===== config.mk =====
export PLATFORM = sky130hd
export DESIGN_NAME = gsr_ctrl
export DESIGN_NICKNAME = d
export VERILOG_FILES = /design/src/rtl/core/gsr_pkg.sv /design/src/rtl/core/gsr_ctrl.sv
export SDC_FILE = /design/constraint.sdc
export NUM_CORES = 1
export LEC_CHECK = 0
export BUFFER_PORTS_ARGS = -buffer_cell sky130_fd_sc_hd__buf_2
export CORE_MARGIN = 2
export CORE_UTILIZATION = 50
export DETAILED_ROUTE_END_ITERATION = 8
export GPL_TIMING_DRIVEN = 1
export PLACE_DENSITY = 0.75
export SLEW_MARGIN = 40
export SYNTH_ARGS = -nofsm -noshare
export SYNTH_HDL_FRONTEND = slang
export SYNTH_SLANG_ARGS = --single-unit
export TNS_END_PERCENT = 30

===== constraint.sdc =====
create_clock -name clk -period 1.81 [get_ports clk]
set_input_delay 0 -clock clk [delete_from_list [all_inputs] [get_ports clk]]
set_output_delay 0 -clock clk [all_outputs]
set_load 0.02 [all_outputs]

===== src/rtl/core/gsr_pkg.sv =====
// Shared types, constants and helper functions of the GJK simplex reducer.
// No dependencies; every other file of the block imports this package.
package gsr_pkg;

    localparam int IN_BITS     = 16;            // coordinate field width
    localparam int COORD_BITS  = 16;            // significant coordinate bits
    localparam int DIFF_BITS   = IN_BITS + 1;   // point difference
    localparam int DIR_BITS    = 56;            // direction / wide vector
    localparam int MUL_N_BITS  = 18;            // narrow multiplier operand
    localparam int PROD_BITS   = DIR_BITS + MUL_N_BITS;
    localparam int ACC_BITS    = PROD_BITS + 2;
    localparam int CNT_BITS    = 3;
    localparam int STEP_BITS   = 3;

    localparam logic [STEP_BITS-1:0] CROSS_TERMS = 3'd6;
    localparam logic [STEP_BITS-1:0] DOT_TERMS   = 3'd3;

    localparam logic [CNT_BITS-1:0] CNT_POINT = 3'd1;
    localparam logic [CNT_BITS-1:0] CNT_LINE  = 3'd2;
    localparam logic [CNT_BITS-1:0] CNT_TRI   = 3'd3;
    localparam logic [CNT_BITS-1:0] CNT_TETRA = 3'd4;

    typedef enum logic [1:0] {
        ACT_START = 2'd0,
        ACT_ADD   = 2'd1,
        ACT_WIND  = 2'd2,
        ACT_NOP   = 2'd3
    } action_t;

    // vector registers of the datapath; the first four are narrow
    typedef enum logic [2:0] {
        SL_AB, SL_AC, SL_AD, SL_AO, SL_F, SL_T, SL_E
    } slot_t;

    typedef enum logic [2:0] {
        PT_NONE,
        PT_START,
        PT_PUSH,
        PT_COPY12,    // p1 = p2
        PT_TET_ACD,   // p1 = p2, p2 = p3
        PT_TET_ADB,   // p2 = p1, p1 = p3
        PT_SWAP12,
        PT_SWAP01
    } pt_op_t;

    typedef enum logic [1:0] {
        PREP_NONE,
        PREP_EVAL,
        PREP_WIND
    } prep_t;

    typedef enum logic {
        MAC_CROSS,
        MAC_DOT
    } mac_op_t;

    typedef enum logic [5:0] {
        ST_IDLE, ST_DISPATCH, ST_ROUTE,
        ST_L_PREP, ST_L_DOT, ST_L_TEST,
        ST_E_T, ST_E_D, ST_E_SET,
        ST_T_PREP, ST_T_ABC, ST_T_X1, ST_T_D1, ST_T_C1, ST_T_D2, ST_T_C2,
        ST_T_X2, ST_T_D3, ST_T_C3, ST_T_D4, ST_T_C4,
        ST_Q_PREP, ST_Q_X1, ST_Q_D1, ST_Q_C1, ST_Q_X2, ST_Q_D2, ST_Q_C2,
        ST_Q_X3, ST_Q_D3, ST_Q_C3,
        ST_W_PREP, ST_W_X, ST_W_D, ST_W_C,
        ST_FINISH
    } state_t;

    typedef struct packed {
        logic signed [IN_BITS-1:0] x;
        logic signed [IN_BITS-1:0] y;
        logic signed [IN_BITS-1:0] z;
    } point_t;

    typedef struct packed {
        logic signed [DIFF_BITS-1:0] x;
        logic signed [DIFF_BITS-1:0] y;
        logic signed [DIFF_BITS-1:0] z;
    } nvec_t;

    typedef struct packed {
        logic signed [DIR_BITS-1:0] x;
        logic signed [DIR_BITS-1:0] y;
        logic signed [DIR_BITS-1:0] z;
    } wvec_t;

    typedef struct packed {
        logic                load_in;
        pt_op_t              pt_op;
        prep_t               prep;
        logic                mac_run;
        mac_op_t             mac_op;
        slot_t               wsel;
        slot_t               nsel;
        logic                mac_neg;
        slot_t               dst;
        logic                dir_we;
        slot_t               dir_sel;
        logic                dir_neg;
        logic                cnt_we;
        logic [CNT_BITS-1:0] cnt_val;
        logic                hit_set;
        logic                out_load;
    } ctrl_cmd_t;

    typedef struct packed {
        action_t             action;
        logic [CNT_BITS-1:0] count;
        logic                mac_done;
        logic                dot_pos;
    } dp_status_t;

    typedef struct packed {
        logic [1:0] wi;
        logic [1:0] ni;
        logic       neg;
        logic       last;
        logic [1:0] comp;
    } mac_term_t;

    // product terms: cross(W, N) takes two terms per component, dot takes three
    function automatic mac_term_t mac_term(mac_op_t op, logic [STEP_BITS-1:0] step);
        mac_term_t t;
        t = '0;
        case (op)
            MAC_DOT:
            begin
                t.wi   = step[1:0];
                t.ni   = step[1:0];
                t.last = (step == DOT_TERMS - 3'd1);
            end
            default:
            begin
                case (step)
                    3'd0:    begin t.wi = 2'd1; t.ni = 2'd2; t.neg = 1'b0; end
                    3'd1:    begin t.wi = 2'd2; t.ni = 2'd1; t.neg = 1'b1; end
                    3'd2:    begin t.wi = 2'd2; t.ni = 2'd0; t.neg = 1'b0; end
                    3'd3:    begin t.wi = 2'd0; t.ni = 2'd2; t.neg = 1'b1; end
                    3'd4:    begin t.wi = 2'd0; t.ni = 2'd1; t.neg = 1'b0; end
                    3'd5:    begin t.wi = 2'd1; t.ni = 2'd0; t.neg = 1'b1; end
                    default: begin t.wi = 2'd0; t.ni = 2'd0; t.neg = 1'b0; end
                endcase
                t.last = step[0];
                t.comp = step[2:1];
            end
        endcase
        return t;
    endfunction

    // keep the low COORD_BITS bits as a two's complement value
    function automatic logic signed [IN_BITS-1:0] sext_coord(logic [IN_BITS-1:0] raw);
        logic signed [IN_BITS-1:0] t;
        t = raw << (IN_BITS - COORD_BITS);
        return t >>> (IN_BITS - COORD_BITS);
    endfunction

endpackage


===== src/rtl/core/gsr_ctrl.sv =====
// Controller of the GJK simplex reducer: sequences the reduction through
// the datapath and owns both handshakes. Depends on gsr_pkg.
module gsr_ctrl
    import gsr_pkg::*;
(
    input  logic       clk,
    input  logic       rst_n,
    input  logic       item_valid,
    output logic       item_ready,
    output logic       result_valid,
    input  logic       result_ready,
    input  dp_status_t status,
    output ctrl_cmd_t  cmd
);

    state_t state_reg, state_next;
    slot_t  esel_reg, esel_next;
    logic   out_valid_reg, out_valid_next;

    assign item_ready   = (state_reg == ST_IDLE);
    assign result_valid = out_valid_reg;

    // next state
    always_comb
    begin
        state_next = state_reg;
        esel_next  = esel_reg;
        case (state_reg)
            ST_IDLE:
            begin
                if (item_valid)
                begin
                    state_next = ST_DISPATCH;
                end
            end
            ST_DISPATCH:
            begin
                case (status.action)
                    ACT_ADD:  state_next = ST_ROUTE;
                    ACT_WIND: state_next = (status.count == CNT_TETRA) ? ST_W_PREP
                                                                       : ST_FINISH;
                    default:  state_next = ST_FINISH;
                endcase
            end
            ST_ROUTE:
            begin
                case (status.count)
                    CNT_LINE: state_next = ST_L_PREP;
                    CNT_TRI:  state_next = ST_T_PREP;
                    default:  state_next = ST_Q_PREP;
                endcase
            end
            ST_L_PREP: state_next = ST_L_DOT;
            ST_L_DOT:  if (status.mac_done) state_next = ST_L_TEST;
            ST_L_TEST:
            begin
                if (status.dot_pos)
                begin
                    esel_next  = SL_AB;
                    state_next = ST_E_T;
                end
                else
                begin
                    state_next = ST_FINISH;
                end
            end
            ST_E_T:    if (status.mac_done) state_next = ST_E_D;
            ST_E_D:    if (status.mac_done) state_next = ST_E_SET;
            ST_E_SET:  state_next = ST_FINISH;
            ST_T_PREP: state_next = ST_T_ABC;
            ST_T_ABC:  if (status.mac_done) state_next = ST_T_X1;
            ST_T_X1:   if (status.mac_done) state_next = ST_T_D1;
            ST_T_D1:   if (status.mac_done) state_next = ST_T_C1;
            ST_T_C1:   state_next = status.dot_pos ? ST_T_D2 : ST_T_X2;
            ST_T_D2:   if (status.mac_done) state_next = ST_T_C2;
            ST_T_C2:
            begin
                if (status.dot_pos)
                begin
                    esel_next  = SL_AC;
                    state_next = ST_E_T;
                end
                else
                begin
                    state_next = ST_L_DOT;
                end
            end
            ST_T_X2:   if (status.mac_done) state_next = ST_T_D3;
            ST_T_D3:   if (status.mac_done) state_next = ST_T_C3;
            ST_T_C3:   state_next = status.dot_pos ? ST_L_DOT : ST_T_D4;
            ST_T_D4:   if (status.mac_done) state_next = ST_T_C4;
            ST_T_C4:   state_next = ST_FINISH;
            ST_Q_PREP: state_next = ST_Q_X1;
            ST_Q_X1:   if (status.mac_done) state_next = ST_Q_D1;
            ST_Q_D1:   if (status.mac_done) state_next = ST_Q_C1;
            ST_Q_C1:   state_next = status.dot_pos ? ST_T_PREP : ST_Q_X2;
            ST_Q_X2:   if (status.mac_done) state_next = ST_Q_D2;
            ST_Q_D2:   if (status.mac_done) state_next = ST_Q_C2;
            ST_Q_C2:   state_next = status.dot_pos ? ST_T_PREP : ST_Q_X3;
            ST_Q_X3:   if (status.mac_done) state_next = ST_Q_D3;
            ST_Q_D3:   if (status.mac_done) state_next = ST_Q_C3;
            ST_Q_C3:   state_next = status.dot_pos ? ST_T_PREP : ST_FINISH;
            ST_W_PREP: state_next = ST_W_X;
            ST_W_X:    if (status.mac_done) state_next = ST_W_D;
            ST_W_D:    if (status.mac_done) state_next = ST_W_C;
            ST_W_C:    state_next = ST_FINISH;
            ST_FINISH:
            begin
                if (!out_valid_reg || result_ready)
                begin
                    state_next = ST_IDLE;
                end
            end
            default:   state_next = ST_IDLE;
        endcase
    end

    // datapath commands
    always_comb
    begin
        cmd         = '0;
        cmd.load_in = item_valid && item_ready;
        case (state_reg)
            ST_DISPATCH:
            begin
                case (status.action)
                    ACT_START: cmd.pt_op = PT_START;
                    ACT_ADD:   cmd.pt_op = PT_PUSH;
                    default:   cmd.pt_op = PT_NONE;
                endcase
            end
            ST_L_PREP, ST_T_PREP, ST_Q_PREP:
            begin
                cmd.prep = PREP_EVAL;
            end
            ST_W_PREP:
            begin
                cmd.prep = PREP_WIND;
            end
            ST_L_DOT:
            begin
                cmd.mac_run = 1'b1; cmd.mac_op = MAC_DOT;
                cmd.wsel = SL_AB; cmd.nsel = SL_AO;
            end
            ST_L_TEST:
            begin
                if (!status.dot_pos)
                begin
                    cmd.cnt_we = 1'b1; cmd.cnt_val = CNT_POINT;
                    cmd.dir_we = 1'b1; cmd.dir_sel = SL_AO;
                end
            end
            ST_E_T:
            begin
                cmd.mac_run = 1'b1; cmd.mac_op = MAC_CROSS;
                cmd.wsel = esel_reg; cmd.nsel = SL_AO; cmd.dst = SL_E;
            end
            ST_E_D:
            begin
                cmd.mac_run = 1'b1; cmd.mac_op = MAC_CROSS;
                cmd.wsel = SL_E; cmd.nsel = esel_reg; cmd.dst = SL_T;
            end
            ST_E_SET:
            begin
                cmd.dir_we = 1'b1; cmd.dir_sel = SL_T;
            end
            ST_T_ABC, ST_Q_X1:
            begin
                cmd.mac_run = 1'b1; cmd.mac_op = MAC_CROSS;
                cmd.wsel = SL_AB; cmd.nsel = SL_AC; cmd.dst = SL_F;
            end
            ST_T_X1:
            begin
                cmd.mac_run = 1'b1; cmd.mac_op = MAC_CROSS;
                cmd.wsel = SL_F; cmd.nsel = SL_AC; cmd.dst = SL_T;
            end
            ST_T_D1, ST_T_D3:
            begin
                cmd.mac_run = 1'b1; cmd.mac_op = MAC_DOT;
                cmd.wsel = SL_T; cmd.nsel = SL_AO;
            end
            ST_T_C1, ST_T_C3:
            begin
                if (status.dot_pos)
                begin
                    cmd.cnt_we = 1'b1; cmd.cnt_val = CNT_LINE;
                end
            end
            ST_T_D2:
            begin
                cmd.mac_run = 1'b1; cmd.mac_op = MAC_DOT;
                cmd.wsel = SL_AC; cmd.nsel = SL_AO;
            end
            ST_T_C2:
            begin
                if (status.dot_pos)
                begin
                    cmd.pt_op = PT_COPY12;
                end
            end
            ST_T_X2:
            begin
                // ab x abc, taken as -(abc x ab)
                cmd.mac_run = 1'b1; cmd.mac_op = MAC_CROSS; cmd.mac_neg = 1'b1;
                cmd.wsel = SL_F; cmd.nsel = SL_AB; cmd.dst = SL_T;
            end
            ST_T_D4, ST_Q_D1, ST_Q_D2, ST_Q_D3:
            begin
                cmd.mac_run = 1'b1; cmd.mac_op = MAC_DOT;
                cmd.wsel = SL_F; cmd.nsel = SL_AO;
            end
            ST_T_C4:
            begin
                cmd.dir_we  = 1'b1; cmd.dir_sel = SL_F;
                if (!status.dot_pos)
                begin
                    cmd.dir_neg = 1'b1;
                    cmd.pt_op   = PT_SWAP12;
                end
            end
            ST_Q_C1:
            begin
                if (status.dot_pos)
                begin
                    cmd.cnt_we = 1'b1; cmd.cnt_val = CNT_TRI;
                end
            end
            ST_Q_X2:
            begin
                cmd.mac_run = 1'b1; cmd.mac_op = MAC_CROSS;
                cmd.wsel = SL_AC; cmd.nsel = SL_AD; cmd.dst = SL_F;
            end
            ST_Q_C2:
            begin
                if (status.dot_pos)
                begin
                    cmd.cnt_we = 1'b1; cmd.cnt_val = CNT_TRI;
                    cmd.pt_op  = PT_TET_ACD;
                end
            end
            ST_Q_X3:
            begin
                cmd.mac_run = 1'b1; cmd.mac_op = MAC_CROSS;
                cmd.wsel = SL_AD; cmd.nsel = SL_AB; cmd.dst = SL_F;
            end
            ST_Q_C3:
            begin
                if (status.dot_pos)
                begin
                    cmd.cnt_we = 1'b1; cmd.cnt_val = CNT_TRI;
                    cmd.pt_op  = PT_TET_ADB;
                end
                else
                begin
                    cmd.hit_set = 1'b1;
                end
            end
            ST_W_X:
            begin
                // -(v31 x v32) = v32 x v31
                cmd.mac_run = 1'b1; cmd.mac_op = MAC_CROSS;
                cmd.wsel = SL_AD; cmd.nsel = SL_AC; cmd.dst = SL_F;
            end
            ST_W_D:
            begin
                cmd.mac_run = 1'b1; cmd.mac_op = MAC_DOT;
                cmd.wsel = SL_F; cmd.nsel = SL_AB;
            end
            ST_W_C:
            begin
                if (status.dot_pos)
                begin
                    cmd.pt_op = PT_SWAP01;
                end
            end
            ST_FINISH:
            begin
                cmd.out_load = !out_valid_reg || result_ready;
            end
            default:
            begin
                cmd.pt_op = PT_NONE;
            end
        endcase
    end

    always_comb
    begin
        out_valid_next = out_valid_reg;
        if (cmd.out_load)
        begin
            out_valid_next = 1'b1;
        end
        else if (result_ready)
        begin
            out_valid_next = 1'b0;
        end
    end

    always_ff @(posedge clk or negedge rst_n)
    begin
        if (!rst_n)
        begin
            state_reg     <= ST_IDLE;
            esel_reg      <= SL_AB;
            out_valid_reg <= 1'b0;
        end
        else
        begin
            state_reg     <= state_next;
            esel_reg      <= esel_next;
            out_valid_reg <= out_valid_next;
        end
    end

endmodule


==> qor.csv <==
metric;value;unit
outcome;complete, but fails checks;
violations;design-rule violations, negative setup slack;
clkPwrFrac;0.033;
insertion_delay;240;ps
fmax;447.0;MHz
tightestPinTransition;557.0;ps
dr.pass1.iters;9;
core_area;3606;µm²
finalHoldViolCount;0;
finalSetupViolCount;31;
holdPathStages;3;
total_leakage_power;1.513;nW
timing.final.ws_setup;-427.2;ps
power_switching;3.617;mW
stdcell_area;3396;µm²
clk_pin_slew;50;ps
dr_total_vias;3402;
ctsHtreeMaxLevel;1;
ant_nets;0;
largest_reg_flops;6;
die_w;64.82;µm
grt_pass1_vias;2865;
hold_class;in -> reg;
areaGrowthSynthToFinish;83.63;%
wl;12.64;mm
yosysSeqAreaShare;0.1083;
dp_hpwl;5.214;mm
post-route-period-util;1.236;
clockBufferDepth;2;
r2r_start;state_reg[3]$_DFFE_PN0P_;
p_per_area;2029;nW/µm²
grt_usage;0.4398;
grt_setup_unrepaired;yes;
comb_power_share;0.909;
cts.sinks;8;
synth_edf_count;0;
cpMostUsedCell;buf_4;
drt-vias-per-instance;7.785;
cellInternalPower;3.274;mW
dieArea;4201;µm²
grt_max_degree;21;
pin_count;42;
drv_cap;0;
start_kind;flop;
ys_async_sr_fraction;1.000;
vdd_drop_max;0.001169;V
cts_made_buffers;3;
grt_pass1_wl;14.43;mm
rows;22;
layout.nets;406;
syn-instance-count;271;
seqCellArea;207.7;µm²
cts_root_buffer;clkbuf_8;
multi_input_area;1762;µm²
fin_worst_skew;3.238;ps
antenna_found_initial;0;
arrival;2240;ps
diodes;0;
placed_area;2511;µm²
crit_slowest_cell;o32ai_2;
yosysUniqueCellTypes;65;
gp_congestion;0.9508;
cp.required;1810;ps
holdCritStartpoint;result_ready;
synthFlopType;dfrtp_1;
cts_tree;yes;
wire_per_inst;28.93;µm
yosys_register_bits;8;
post-route-util;0.9417;
io_buffers;39;
critPathKind;reg -> out;
grt_overflow;0;
fillers;115;
slew_viol_final;0;
drive_above_1_share;0.5758;
worstSetupStartpoint;state_reg[1]$_DFFE_PN0P_;
netSwitchingFraction;0.5249;
synth_area;1849;µm²
critPathCaptureType;output pin;
path_cells;buf_4 > or2_4 > nor2_2 > a21oi_1 > o32ai_2 > buf_4;
period_needed;2237;ps
syn_area_per_cell;6.824;µm²
drt_iter0_drc;849;
critical_path_peak_fanout;7;
ys_warn_count;0;
p_seq_frac;0.058;
dieHeight;64.82;µm
drc_errors;122;
slowest_delay;540;ps
initial_core_util;0.5128;
pre_cts_slack;-251.1;ps
slew_headroom;0.6287;
r2r_cells;6;
layout make-up:
type | count | area share
inverter | 9 | 0.009948
multi-input combinational | 219 | 0.5188
timing repair buffer | 150 | 0.3803
sequential | 8 | 0.06116
clock buffer | 3 | 0.01216
tap | 48 | 0.01769
final timing paths:
path	endpoint	slack, ps
min in group asynchronous	esel_reg[0]$_DFFE_PN0P_	170
worst max register to register	state_reg[1]$_DFFE_PN0P_	-350
worst max-delay path	cmd[19]	-430
max in group asynchronous	state_reg[0]$_DFFE_PN0P_	1440
worst min-delay path	result_valid$_DFFE_PN0P_	130
worst min register to register	state_reg[3]$_DFFE_PN0P_	680
cell usage in the layout (no fill, tap or decap), types with 7 or more instances in the layout:
cell      count
a21oi_1      13
a21oi_2       7
a31oi_1       8
buf_2        26
buf_4        82
buf_6        34
inv_1         7
nand2_1      14
nand2b_1      8
nand3_1       7
nor2_1        9
nor2_2        8
nor2b_1       7
nor3_1        7
o21ai_0       8
cells by family (layout without fill, tap and decap cells):
family | after synthesis | in the layout | share of synthesized area
xor+xnor | 3 | 3 | 0.01421
simple gates | 115 | 115 | 0.3525
compound gates | 87 | 87 | 0.3194
other cells | 1 | 2 | 0.002028
flops | 8 | 8 | 0.1083
buf+inv | 45 | 162 | 0.1279
fa+ha+maj | 4 | 4 | 0.02706
mux | 8 | 8 | 0.04871
routing by layer:
layer,track usage,part of all wire,vias to the layer above
li1,-,-,1256
met1,0.5327,0.32,1496
met2,0.7268,0.40,447
met3,0.09549,0.16,203
met4,0.2287,0.12,0
met5,0,0,-
worst max-delay path, delay by kind of cell (launching register included):
kind	cells	cell delay, ps
AOI/OAI and AO/OA	2	660
DFF	1	500
buffers and inverters	2	440
and+or+nand+nor	2	400
per-stage QoR:
step / hold WS [ps] / power (mW) / setup TNS (ps) / instances
3_3_place_gp: -152.1 / 4.096 / -873.8 / 398
5_1_grt: 135.2 / 7.007 / -6561 / 437
2_1_floorplan: -295.6 / 2.695 / -541.5 / 272
6_report: 129.6 / 6.891 / -5412 / 437
4_1_cts: 88.57 / 5.308 / -1126 / 429
3_5_place_dp: -148.3 / 4.167 / -1329 / 398
synthesized netlist by cell type, drive strengths merged, types with 8 or more instances:
master  number  area, µm²
buf         30      180.2
a21oi       20      100.1
nor2        20      75.07
nand2       14      52.55
o21ai       14      70.07
nor2b       13      81.33
nor3        12      60.06
a31oi        9      56.30
inv          9      33.78
nand2b       9      56.30
nand3        9      45.04
dfrtp        8      200.2
o22ai        8      50.05
timing repair:
item / in CTS / in global routing
gates resized for setup: 67 / 76
endpoints found under the hold margin: 8 / 0
pin swaps: 21 / 16
hold buffers: 1 / 0
endpoints found under the setup margin: 30 / 31
gates cloned: 1 / 1
buffers inserted: 26 / 7
power groups by stage:
stage               registers, mW  clock network (mW)  logic, mW
floorplan                   0.295                   0       2.40
global placement            0.392                   0       3.70
detailed placement          0.400                   0       3.77
CTS                         0.360               0.217       4.73
global route                0.398               0.231       6.38
finish                      0.401               0.227       6.26
Power figures use the tool's default switching activity.
